==> config.mk <==
export PLATFORM = sky130hd
export DESIGN_NAME = modular_exponentiation
export DESIGN_NICKNAME = d
export VERILOG_FILES = /design/src/sv/mexp_pkg.sv /design/src/sv/modular_exponentiation.sv /design/src/sv/mexp_div.sv
export SDC_FILE = /design/constraint.sdc
export NUM_CORES = 2
export LEC_CHECK = 0
export BUFFER_PORTS_ARGS = -buffer_cell sky130_fd_sc_hd__buf_2
export CAP_MARGIN = 30
export CORE_ASPECT_RATIO = 1.4
export CORE_MARGIN = 2
export CORE_UTILIZATION = 65
export CTS_CLUSTER_SIZE = 8
export DETAILED_ROUTE_END_ITERATION = 10
export PLACE_DENSITY = 0.82
export SLEW_MARGIN = 0
export SYNTH_ARGS = -nofsm -noshare
export SYNTH_HDL_FRONTEND = slang
export SYNTH_SLANG_ARGS = --single-unit
==> constraint.sdc <==
create_clock -name clk -period 18.6 [get_ports clk]
set_clock_uncertainty 0.15 [all_clocks]
set_input_delay 1.86 -clock clk [delete_from_list [all_inputs] [get_ports clk]]
set_output_delay 1.86 -clock clk [all_outputs]
set_load 0.05 [all_outputs]
==> src/sv/mexp_pkg.sv <==
// shared types and constants for the modular exponentiation block
// no dependencies; imported by mexp_div and modular_exponentiation
package mexp_pkg;

    localparam int MOD_WIDTH_DEF = 31;
    localparam int EXP_WIDTH_DEF = 32;

    localparam logic [1:0] ST_OK          = 2'd0;
    localparam logic [1:0] ST_NOT_PRIME   = 2'd1;
    localparam logic [1:0] ST_NOT_COPRIME = 2'd2;

    typedef enum logic [4:0] {
        S_IDLE,
        S_CHECK,
        S_PR_MUL,
        S_PR_CMP,
        S_PR_WAIT,
        S_NORM,
        S_NORM_WAIT,
        S_GCD,
        S_GCD_WAIT,
        S_EXPRED,
        S_EXPRED_WAIT,
        S_PW_STEP,
        S_PW_ACC_DIV,
        S_PW_ACC_WAIT,
        S_PW_SQ_DIV,
        S_PW_SQ_WAIT,
        S_DONE
    } state_t;

endpackage

==> src/sv/modular_exponentiation.sv <==
// top level: sequencer, shared multiplier and operand registers
// depends on mexp_pkg and mexp_div
//
// usage: drive base, exponent and modulus and pulse start while busy is low;
// the beat is taken at that edge and busy stays high until the result
// leaves. the result appears on power and status for exactly one cycle
// with done high; the receiver cannot stall it.
// cfg_we/cfg_data write fermat_mode (reset 0); write only while idle.
// every modular reduction runs through one remainder unit that walks
// D = max(2*MOD_WIDTH, EXP_WIDTH, 32) dividend bits.
// plain mode: one reduction for the base, then per exponent bit a square
// and, for a set bit, a multiply.
// fermat mode adds odd trial division, one reduction per odd divisor up to
// sqrt(modulus), a gcd of a few dozen reductions and one exponent reduction.
// reset clears the sequencer and the register; no result is pending.
module modular_exponentiation #(
    parameter int MOD_WIDTH = mexp_pkg::MOD_WIDTH_DEF,
    parameter int EXP_WIDTH = mexp_pkg::EXP_WIDTH_DEF
) (
    input  logic                  clk,
    input  logic                  rst_n,
    input  logic                  start,
    output logic                  busy,
    input  logic                  cfg_we,
    input  logic                  cfg_data,
    input  logic signed [31:0]    base,
    input  logic [EXP_WIDTH-1:0]  exponent,
    input  logic [MOD_WIDTH-1:0]  modulus,
    output logic                  done,
    output logic [MOD_WIDTH-1:0]  power,
    output logic [1:0]            status
);
    import mexp_pkg::*;

    localparam int W1    = (2 * MOD_WIDTH > EXP_WIDTH) ? 2 * MOD_WIDTH : EXP_WIDTH;
    localparam int DIV_W = (W1 > 32) ? W1 : 32;
    localparam int PW    = 2 * MOD_WIDTH;

    state_t state_reg, state_next;

    logic                 fermat_reg;
    logic                 mode_reg, mode_next;
    logic [31:0]          raw_reg, raw_next;
    logic [EXP_WIDTH-1:0] e_reg, e_next;
    logic [MOD_WIDTH-1:0] m_reg, m_next;
    logic [MOD_WIDTH-1:0] b_reg, b_next;
    logic [MOD_WIDTH-1:0] acc_reg, acc_next;
    logic [MOD_WIDTH-1:0] d_reg, d_next;
    logic [MOD_WIDTH-1:0] u_reg, u_next;
    logic [MOD_WIDTH-1:0] v_reg, v_next;
    logic [MOD_WIDTH-1:0] pow_reg, pow_next;
    logic [1:0]           st_reg, st_next;
    logic [PW-1:0]        prod_reg;
    logic [MOD_WIDTH-1:0] mul_a, mul_b;

    logic                 div_start;
    logic [DIV_W-1:0]     div_dvd;
    logic [MOD_WIDTH-1:0] div_dsr;
    logic                 div_done;
    logic [MOD_WIDTH-1:0] div_rem;
    logic [MOD_WIDTH-1:0] norm_r;
    logic                 neg;
    logic [31:0]          base_mag;

    mexp_div #(
        .MOD_WIDTH (MOD_WIDTH),
        .DIV_W     (DIV_W)
    ) u_div (
        .clk      (clk),
        .rst_n    (rst_n),
        .start    (div_start),
        .dividend (div_dvd),
        .divisor  (div_dsr),
        .done     (div_done),
        .rem      (div_rem)
    );

    assign neg = raw_reg[31];
    // magnitude of a negative base fits 32 bits, even for the minimum
    assign base_mag = ~raw_reg + 32'd1;

    // next state
    always_comb
    begin
        state_next = state_reg;
        case (state_reg)
            S_IDLE:
                if (start)
                    state_next = S_CHECK;
            S_CHECK:
                if (mode_reg)
                begin
                    if (m_reg < MOD_WIDTH'(2))
                        state_next = S_DONE;
                    else if (m_reg == MOD_WIDTH'(2))
                        state_next = S_NORM;
                    else if (!m_reg[0])
                        state_next = S_DONE;
                    else
                        state_next = S_PR_MUL;
                end
                else if (m_reg == '0)
                    state_next = S_DONE;
                else
                    state_next = S_NORM;
            S_PR_MUL:
                state_next = S_PR_CMP;
            S_PR_CMP:
                if (prod_reg > PW'(m_reg))
                    state_next = S_NORM;
                else
                    state_next = S_PR_WAIT;
            S_PR_WAIT:
                if (div_done)
                    state_next = (div_rem == '0) ? S_DONE : S_PR_MUL;
            S_NORM:
                state_next = S_NORM_WAIT;
            S_NORM_WAIT:
                if (div_done)
                    state_next = mode_reg ? S_GCD : S_PW_STEP;
            S_GCD:
                if (v_reg == '0)
                    state_next = (u_reg == MOD_WIDTH'(1)) ? S_EXPRED : S_DONE;
                else
                    state_next = S_GCD_WAIT;
            S_GCD_WAIT:
                if (div_done)
                    state_next = S_GCD;
            S_EXPRED:
                state_next = S_EXPRED_WAIT;
            S_EXPRED_WAIT:
                if (div_done)
                    state_next = S_PW_STEP;
            S_PW_STEP:
                if (e_reg == '0)
                    state_next = S_DONE;
                else if (e_reg[0])
                    state_next = S_PW_ACC_DIV;
                else
                    state_next = S_PW_SQ_DIV;
            S_PW_ACC_DIV:
                state_next = S_PW_ACC_WAIT;
            S_PW_ACC_WAIT:
                if (div_done)
                    state_next = S_PW_SQ_DIV;
            S_PW_SQ_DIV:
                state_next = S_PW_SQ_WAIT;
            S_PW_SQ_WAIT:
                if (div_done)
                    state_next = S_PW_STEP;
            S_DONE:
                state_next = S_IDLE;
            default:
                state_next = S_IDLE;
        endcase
    end

    // datapath and outputs
    always_comb
    begin
        mode_next = mode_reg;
        raw_next  = raw_reg;
        e_next    = e_reg;
        m_next    = m_reg;
        b_next    = b_reg;
        acc_next  = acc_reg;
        d_next    = d_reg;
        u_next    = u_reg;
        v_next    = v_reg;
        pow_next  = pow_reg;
        st_next   = st_reg;
        div_start = 1'b0;
        div_dvd   = DIV_W'(prod_reg);
        div_dsr   = m_reg;
        norm_r    = div_rem;
        if (neg && div_rem != '0)
            norm_r = m_reg - div_rem;
        mul_a = b_reg;
        mul_b = b_reg;
        case (state_reg)
            S_IDLE:
                if (start)
                begin
                    mode_next = fermat_reg;
                    raw_next  = base;
                    e_next    = exponent;
                    m_next    = modulus;
                    pow_next  = '0;
                    st_next   = ST_OK;
                end
            S_CHECK:
            begin
                d_next = MOD_WIDTH'(3);
                if (mode_reg && (m_reg < MOD_WIDTH'(2) ||
                                 (m_reg != MOD_WIDTH'(2) && !m_reg[0])))
                    st_next = ST_NOT_PRIME;
            end
            S_PR_MUL:
            begin
                mul_a = d_reg;
                mul_b = d_reg;
            end
            S_PR_CMP:
                if (prod_reg <= PW'(m_reg))
                begin
                    div_start = 1'b1;
                    div_dvd   = DIV_W'(m_reg);
                    div_dsr   = d_reg;
                end
            S_PR_WAIT:
                if (div_done)
                begin
                    if (div_rem == '0)
                        st_next = ST_NOT_PRIME;
                    d_next = d_reg + MOD_WIDTH'(2);
                end
            S_NORM:
            begin
                div_start = 1'b1;
                div_dvd   = neg ? DIV_W'(base_mag) : DIV_W'(raw_reg);
            end
            S_NORM_WAIT:
                if (div_done)
                begin
                    b_next   = norm_r;
                    acc_next = MOD_WIDTH'(1);
                    u_next   = m_reg;
                    v_next   = norm_r;
                end
            S_GCD:
                if (v_reg == '0)
                begin
                    if (u_reg != MOD_WIDTH'(1))
                        st_next = ST_NOT_COPRIME;
                end
                else
                begin
                    div_start = 1'b1;
                    div_dvd   = DIV_W'(u_reg);
                    div_dsr   = v_reg;
                end
            S_GCD_WAIT:
                if (div_done)
                begin
                    u_next = v_reg;
                    v_next = div_rem;
                end
            S_EXPRED:
            begin
                div_start = 1'b1;
                div_dvd   = DIV_W'(e_reg);
                div_dsr   = m_reg - MOD_WIDTH'(1);
            end
            S_EXPRED_WAIT:
                if (div_done)
                    e_next = EXP_WIDTH'(div_rem);
            S_PW_STEP:
            begin
                if (e_reg[0])
                    mul_a = acc_reg;
                if (e_reg == '0)
                    pow_next = acc_reg;
            end
            S_PW_ACC_DIV:
                div_start = 1'b1;
            S_PW_ACC_WAIT:
                if (div_done)
                    acc_next = div_rem;
            S_PW_SQ_DIV:
                div_start = 1'b1;
            S_PW_SQ_WAIT:
                if (div_done)
                begin
                    b_next = div_rem;
                    e_next = e_reg >> 1;
                end
            S_DONE:
            begin
            end
            default:
            begin
            end
        endcase
    end

    always_ff @(posedge clk or negedge rst_n)
    begin
        if (!rst_n)
        begin
            state_reg  <= S_IDLE;
            fermat_reg <= 1'b0;
        end
        else
        begin
            state_reg <= state_next;
            if (cfg_we)
                fermat_reg <= cfg_data;
        end
    end

    always_ff @(posedge clk)
    begin
        mode_reg <= mode_next;
        raw_reg  <= raw_next;
        e_reg    <= e_next;
        m_reg    <= m_next;
        b_reg    <= b_next;
        acc_reg  <= acc_next;
        d_reg    <= d_next;
        u_reg    <= u_next;
        v_reg    <= v_next;
        pow_reg  <= pow_next;
        st_reg   <= st_next;
        prod_reg <= PW'(mul_a) * PW'(mul_b);
    end

    assign busy   = (state_reg != S_IDLE);
    assign done   = (state_reg == S_DONE);
    assign power  = pow_reg;
    assign status = st_reg;

endmodule

==> src/sv/mexp_div.sv <==
// restoring remainder unit, one dividend bit per cycle
// depends on mexp_pkg (imported for house consistency)
module mexp_div #(
    parameter int MOD_WIDTH = 31,
    parameter int DIV_W     = 64
) (
    input  logic                 clk,
    input  logic                 rst_n,
    input  logic                 start,
    input  logic [DIV_W-1:0]     dividend,
    input  logic [MOD_WIDTH-1:0] divisor,
    output logic                 done,
    output logic [MOD_WIDTH-1:0] rem
);
    import mexp_pkg::*;

    localparam int CW = $clog2(DIV_W + 1);

    logic                 run_reg, run_next;
    logic                 done_reg, done_next;
    logic [CW-1:0]        cnt_reg, cnt_next;
    logic [DIV_W-1:0]     dvd_reg, dvd_next;
    logic [MOD_WIDTH-1:0] rem_reg, rem_next;
    logic [MOD_WIDTH-1:0] dsr_reg, dsr_next;
    logic [MOD_WIDTH:0]   trial;

    always_comb
    begin
        run_next  = run_reg;
        done_next = 1'b0;
        cnt_next  = cnt_reg;
        dvd_next  = dvd_reg;
        rem_next  = rem_reg;
        dsr_next  = dsr_reg;
        trial     = {rem_reg, dvd_reg[DIV_W-1]};
        if (start)
        begin
            run_next = 1'b1;
            cnt_next = CW'(DIV_W);
            dvd_next = dividend;
            dsr_next = divisor;
            rem_next = '0;
        end
        else if (run_reg)
        begin
            if (trial >= {1'b0, dsr_reg})
                rem_next = MOD_WIDTH'(trial - {1'b0, dsr_reg});
            else
                rem_next = trial[MOD_WIDTH-1:0];
            dvd_next = {dvd_reg[DIV_W-2:0], 1'b0};
            cnt_next = cnt_reg - CW'(1);
            if (cnt_reg == CW'(1))
            begin
                run_next  = 1'b0;
                done_next = 1'b1;
            end
        end
    end

    always_ff @(posedge clk or negedge rst_n)
    begin
        if (!rst_n)
        begin
            run_reg  <= 1'b0;
            done_reg <= 1'b0;
            cnt_reg  <= '0;
        end
        else
        begin
            run_reg  <= run_next;
            done_reg <= done_next;
            cnt_reg  <= cnt_next;
        end
    end

    always_ff @(posedge clk)
    begin
        dvd_reg <= dvd_next;
        rem_reg <= rem_next;
        dsr_reg <= dsr_next;
    end

    assign done = done_reg;
    assign rem  = rem_reg;

endmodule
# Yosys cells after proc, flatten, opt, wreduce, memory -nomap -nowiden
# Index checks and enable logic that the tools add are counted.
# word_totals
reg_bits	484
mem_count	0
in_bits	100
rom_bits	0
out_inout_bits	35
latchBits	0
mem_bits_rw	0
wordCells	166
# op_classes
shift	0
reduce_logical	31
eq_ne	34
n_mux	69
n_div	0
mul	1
addsub	6
n_lt_le_gt_ge	4
bitwise	1
# ops
operator	count
two-way mux 31 bit	14
case mux 31 bit (2 select lines)	7
two-way mux 62 bit	4
case mux 62 bit (4 select lines)	1
two-way mux 32 bit	4
case mux 32 bit (3 select lines)	1
zero test 31 bit	3
case mux 31 bit (3 select lines)	1
two-way mux 5 bit	15
case mux 5 bit (15 select lines)	1
greater-than comparator 62 x 31 -> 1 bit	1
<= comparator 62 x 31 -> 1 bit	1
multiplier 31 x 31 -> 62 bit	1
subtractor 31 bit	2
equality test 5 x 4 -> 1 bit, second input constant	8
adder 32 x 1 -> 32 bit, second input constant	1
>= comparator 32 x 31 -> 1 bit	1
zero test 32 bit	1
inverter 32 bit	1
adder 31 x 2 -> 31 bit, second input constant	1
equality test 31 x 1 -> 1 bit, second input constant	1
equality test 31 x 2 -> 1 bit, second input constant	1
< comparator 31 x 2 -> 1 bit, second input constant	1
inequality test 31 x 1 -> 1 bit, second input constant	1
32 further kinds	73

# Longest topological paths before layout
# depth
word_depth	6
depth_mapped	38
mapped_depth_nobuf	31

# Cells and area by module
# A second synthesis with hierarchy kept.
# unflattened
cells_unflattened	6129
hier_area_um2	56995.9
# modules_own_cells
module	area_each_um2	instances	cells_each	seq_area_each_um2
modular_exponentiation	49740.2	1	5487	9889.5
mexp_div	7255.7	1	642	3613.5

# Worst setup path after synthesis
# No wires, ideal clock.
# synth_timing
kind	register to register
from	reg state_reg[0]
to	reg prod_reg[60]
setup_ps	127
slack_ps	9441
stages_incl_launch_ff	34
period_less_slack_ps	9159
t_required_ps	18323
t_arrival_ps	8883
n_path_buf	6
cell_sequence	dfrtp_1 clkbuf_1 nor2b_1 and2_1 buf_2 and3_1 buf_2 nor2_1 buf_2 a221oi_2 clkbuf_1 nor2_1 fa_1 fa_1 inv_1 fa_1 fa_1 inv_1 fa_1 fa_1 fa_1 fa_1 ha_1 clkbuf_1 a21oi_1 o21ai_0 a2111oi_0 nor4_1 o31ai_1 o211ai_1 o311a_1 a31oi_1 o21ai_0 xor2_1
# synth_via
elab_chain_cells	3
word_cells_on_any_way	5
classes_between	mul (1); eq/ne (2); mux (2)
# synth_lines
element	line	source
start, declared	modular_exponentiation.sv:39	state_t state_reg, state_next;
start signal, assigned	modular_exponentiation.sv:295	state_reg <= state_next;
equality test 5 x 4 -> 1 bit or equality test 5 x 2 -> 1 bit (tied branches)	modular_exponentiation.sv:180	case (state_reg)
case mux 31 bit (2 select lines) or two-way mux 31 bit (tied branches)	modular_exponentiation.sv:180	
multiplier 31 x 31 -> 62 bit *	modular_exponentiation.sv:314	prod_reg <= PW'(mul_a) * PW'(mul_b);
end signal, assigned	modular_exponentiation.sv:314	
end, declared	modular_exponentiation.sv:53	logic [PW-1:0] prod_reg;
# Mark *: on every way between the ends. The rest lies on a longest branch, timed or not.
# A chain may end at the register's enable or synchronous reset.

# Final worst setup path
# layout_timing
from	reg state_reg[0]
to	reg prod_reg[47]
# The elaborated chain is that of the path after synthesis.

==> impl_metrics.py <==
metrics = {
    "worst_setup_path": {
        "rr_startpoint": "state_reg[0]$_DFFE_PN0P_",
        "crit_top_cell": "fa_1",
        "cp_max_fo": 61,
        "startpoint": "state_reg[0]$_DFFE_PN0P_",
        "cpMaxStageDelayCell": "a221o_1",
        "cp_data_arrival_time_ns": 12.86,
        "end_kind": "flop",
        "cp-start-kind": "flop",
        "path_class": "reg2reg",
        "cp.required_ns": 18.96,
        "critical-path-max-stage-delay_ns": 0.84,
        "reg2reg_slack_ns": 6.09,
    },
    "synth": {
        "yosysWarnings": 0,
        "synth_cell_types": 79,
        "synth_seq_cells": 483,
        "synth_area_leaders": "fa_1 (30%), edfxtp_1 (20%), ha_1 (7.8%)",
        "synth_top_area_share": 0.297,
        "ys.flop_type": "edfxtp_1",
        "syn_area_um2": 56600,
        "synth_cells": 6037,
        "yosysSeqAreaShare": 0.239,
        "syn_area_per_cell_um2": 9.37,
        "synth_top_area_cell": "fa_1",
        "synth-edff-count": 376,
        "async_reset_ff_frac": 0.0290,
        "syn-num-nets": 7329,
    },
    "cells_and_area": {
        "final_nets": 7366,
        "synthToLayoutAreaGrowth_pct": 7.79,
        "layout_common_cells": "inv_1 (903), fa_1 (839), nand2_1 (751)",
        "layout_commonest_cell": "inv_1",
        "drive_above_1_share": 0.0787,
    },
    "outcome": {
        "status": "completed",
    },
    "place": {
        "place_hpwl_um": 170000,
        "numPortBuffers": 134,
        "place.gp.congestion": 1.10,
    },
    "min_path": {
        "min_from": "fermat_reg$_DFFE_PN0P_",
        "min_path_type": "reg2reg",
    },
    "clocking": {
        "cts_tree": "done",
        "cts_sinks": 483,
        "clock_path_buffers": 3,
        "post-cts-setup-buffer-count": 0,
        "htreeDepth": 3,
        "clk_pin_slew_ns": 0.05,
        "cts_hold_buf": 0,
        "post_cts_resized": 0,
        "clock_latency_ns": 0.65,
        "numCtsBuffers": 70,
        "cts_root_buf": "clkbuf_16",
    },
    "sta": {
        "min_period_ns": 12.51,
        "tns_ns": 0,
        "relSlewSlack": 0.236,
        "setup_viol": 0,
        "hold_viol": 0,
        "finalCritPeriodShare": 0.672,
        "rsz0062_at_grt": "false",
        "max_freq_ghz": 0.0800,
        "worst_pin_slew_ns": 1.14,
        "slew_viol_final": 0,
    },
    "routing": {
        "wl_per_cell_um": 30.4,
        "wirelength_um": 222000,
        "num_vias": 49000,
        "wl_met1_um": 67300,
        "dr.max_layer_used": "met5",
        "ant_nets": 0,
        "drc": 0,
        "wl_met2_um": 98200,
        "dr.first_iter.drc_count": 6276,
        "routed-wl-met3_um": 25800,
        "dr.pass1.iters": 8,
        "vias_per_cell": 6.71,
    },
    "job": {
        "max_cap_viol_count": 0,
    },
    "floorplanning": {
        "core.rowCount": 128,
        "fp.dieH_um": 353,
        "chipWidth_um": 253,
        "pin_count": 135,
        "die_area_um2": 89500,
        "initial_core_util": 0.653,
        "core_um2": 86600,
    },
    "global_routing": {
        "grt_overflow": 0,
        "grt_max_degree": 70,
        "grt_pass1_wl_um": 324000,
        "antenna_found_initial": 14,
        "first_global_vias": 50500,
        "grt_usage": 0.506,
    },
}
cell type report:
type | instances | area (um^2)
tap | 1170 | 1460
antenna | 11 | 27.5
clock inverter | 8 | 101
clock buffer | 113 | 1930
multi-input combinational | 4333 | 38700
inverter | 905 | 3400
sequential | 483 | 13500
fill | 6568 | 25700
timing repair buffer | 281 | 1860
metal layers:
| metal | GRT usage | vias to the layer above |
|---|---|---|
| met5 | 0.000539 | - |
| met4 | 0.526 | 6 |
| li1 | - | 20000 |
| met1 | 0.536 | 23700 |
| met2 | 0.771 | 3815 |
| met3 | 0.164 | 1515 |
logic make-up after synthesis:
| family | count (synthesis) | share of synthesized area |
|---|---|---|
| multiplexers | 72 | 0.0137 |
| buffers and inverters | 1221 | 0.0815 |
| flip-flops | 483 | 0.239 |
| AND/OR/NAND/NOR | 1957 | 0.149 |
| AO/OA/AOI/OAI | 950 | 0.117 |
| adder cells (fa/ha/maj) | 1192 | 0.375 |
| XOR/XNOR | 162 | 0.0251 |
worst paths after layout:
path                                                 to  cells after the start
setup / recovery                   prod_reg[47]$_DFF_P_                     31
hold reg to reg                      mode_reg$_DFFE_PP_                      0
hold / removal                       mode_reg$_DFFE_PP_                      0
max in group asynchronous       u_div.run_reg$_DFF_PN0_                      1
setup reg to reg                   prod_reg[47]$_DFF_P_                     31
min in group asynchronous  u_div.cnt_reg[4]$_DFFE_PN0P_                      1
worst max-delay path, delay by kind of cell (launching register included):
family          cells  cell delay [ns]
compound gates      6             2.86
fa+ha+maj           9             4.41
flops               1             0.56
buf+inv             6             1.34
simple gates       10             2.96
synth_stat cells, drive strengths merged, types with 24 or more instances:
library cell and n:
inv 904, a31oi 45, nand4 42, edfxtp 376
a221o 31, and2 43, clkbuf 275, xor2 74
o221ai 30, nor4 52, nor2b 30, o31ai 25
mux2i 28, o21ai 185, dfxtp 93, and3 60
buf 41, nand2b 24, a21o 110, or3 31
fa 839, a21oi 204, mux2 44, nand2 753
nor2 717, a22o 34, nor3 89, a221oi 77
nand3 68, a22oi 38, ha 353, xnor2 88
per-stage QoR:
| stage | setup WS, ns | utilization | hold WS [ns] | instance area (um^2) | instances |
|---|---|---|---|---|---|
| 2_1_floorplan | 9.44 | - | 0.271 | 56600 | 6037 |
| 3_3_place_gp | 6.76 | 0.678 | 0.328 | 58700 | 7158 |
| 4_1_cts | 6.61 | 0.703 | 0.351 | 60900 | 7287 |
| 3_5_place_dp | 6.67 | 0.679 | 0.338 | 58900 | 7166 |
| 6_report | 6.09 | 0.704 | 0.355 | 61000 | 7304 |
| 5_1_grt | 5.82 | 0.704 | 0.369 | 61000 | 7298 |
Power is not shown: default switching activity piles up to over one toggle a cycle in this logic, so the estimate is an artifact.
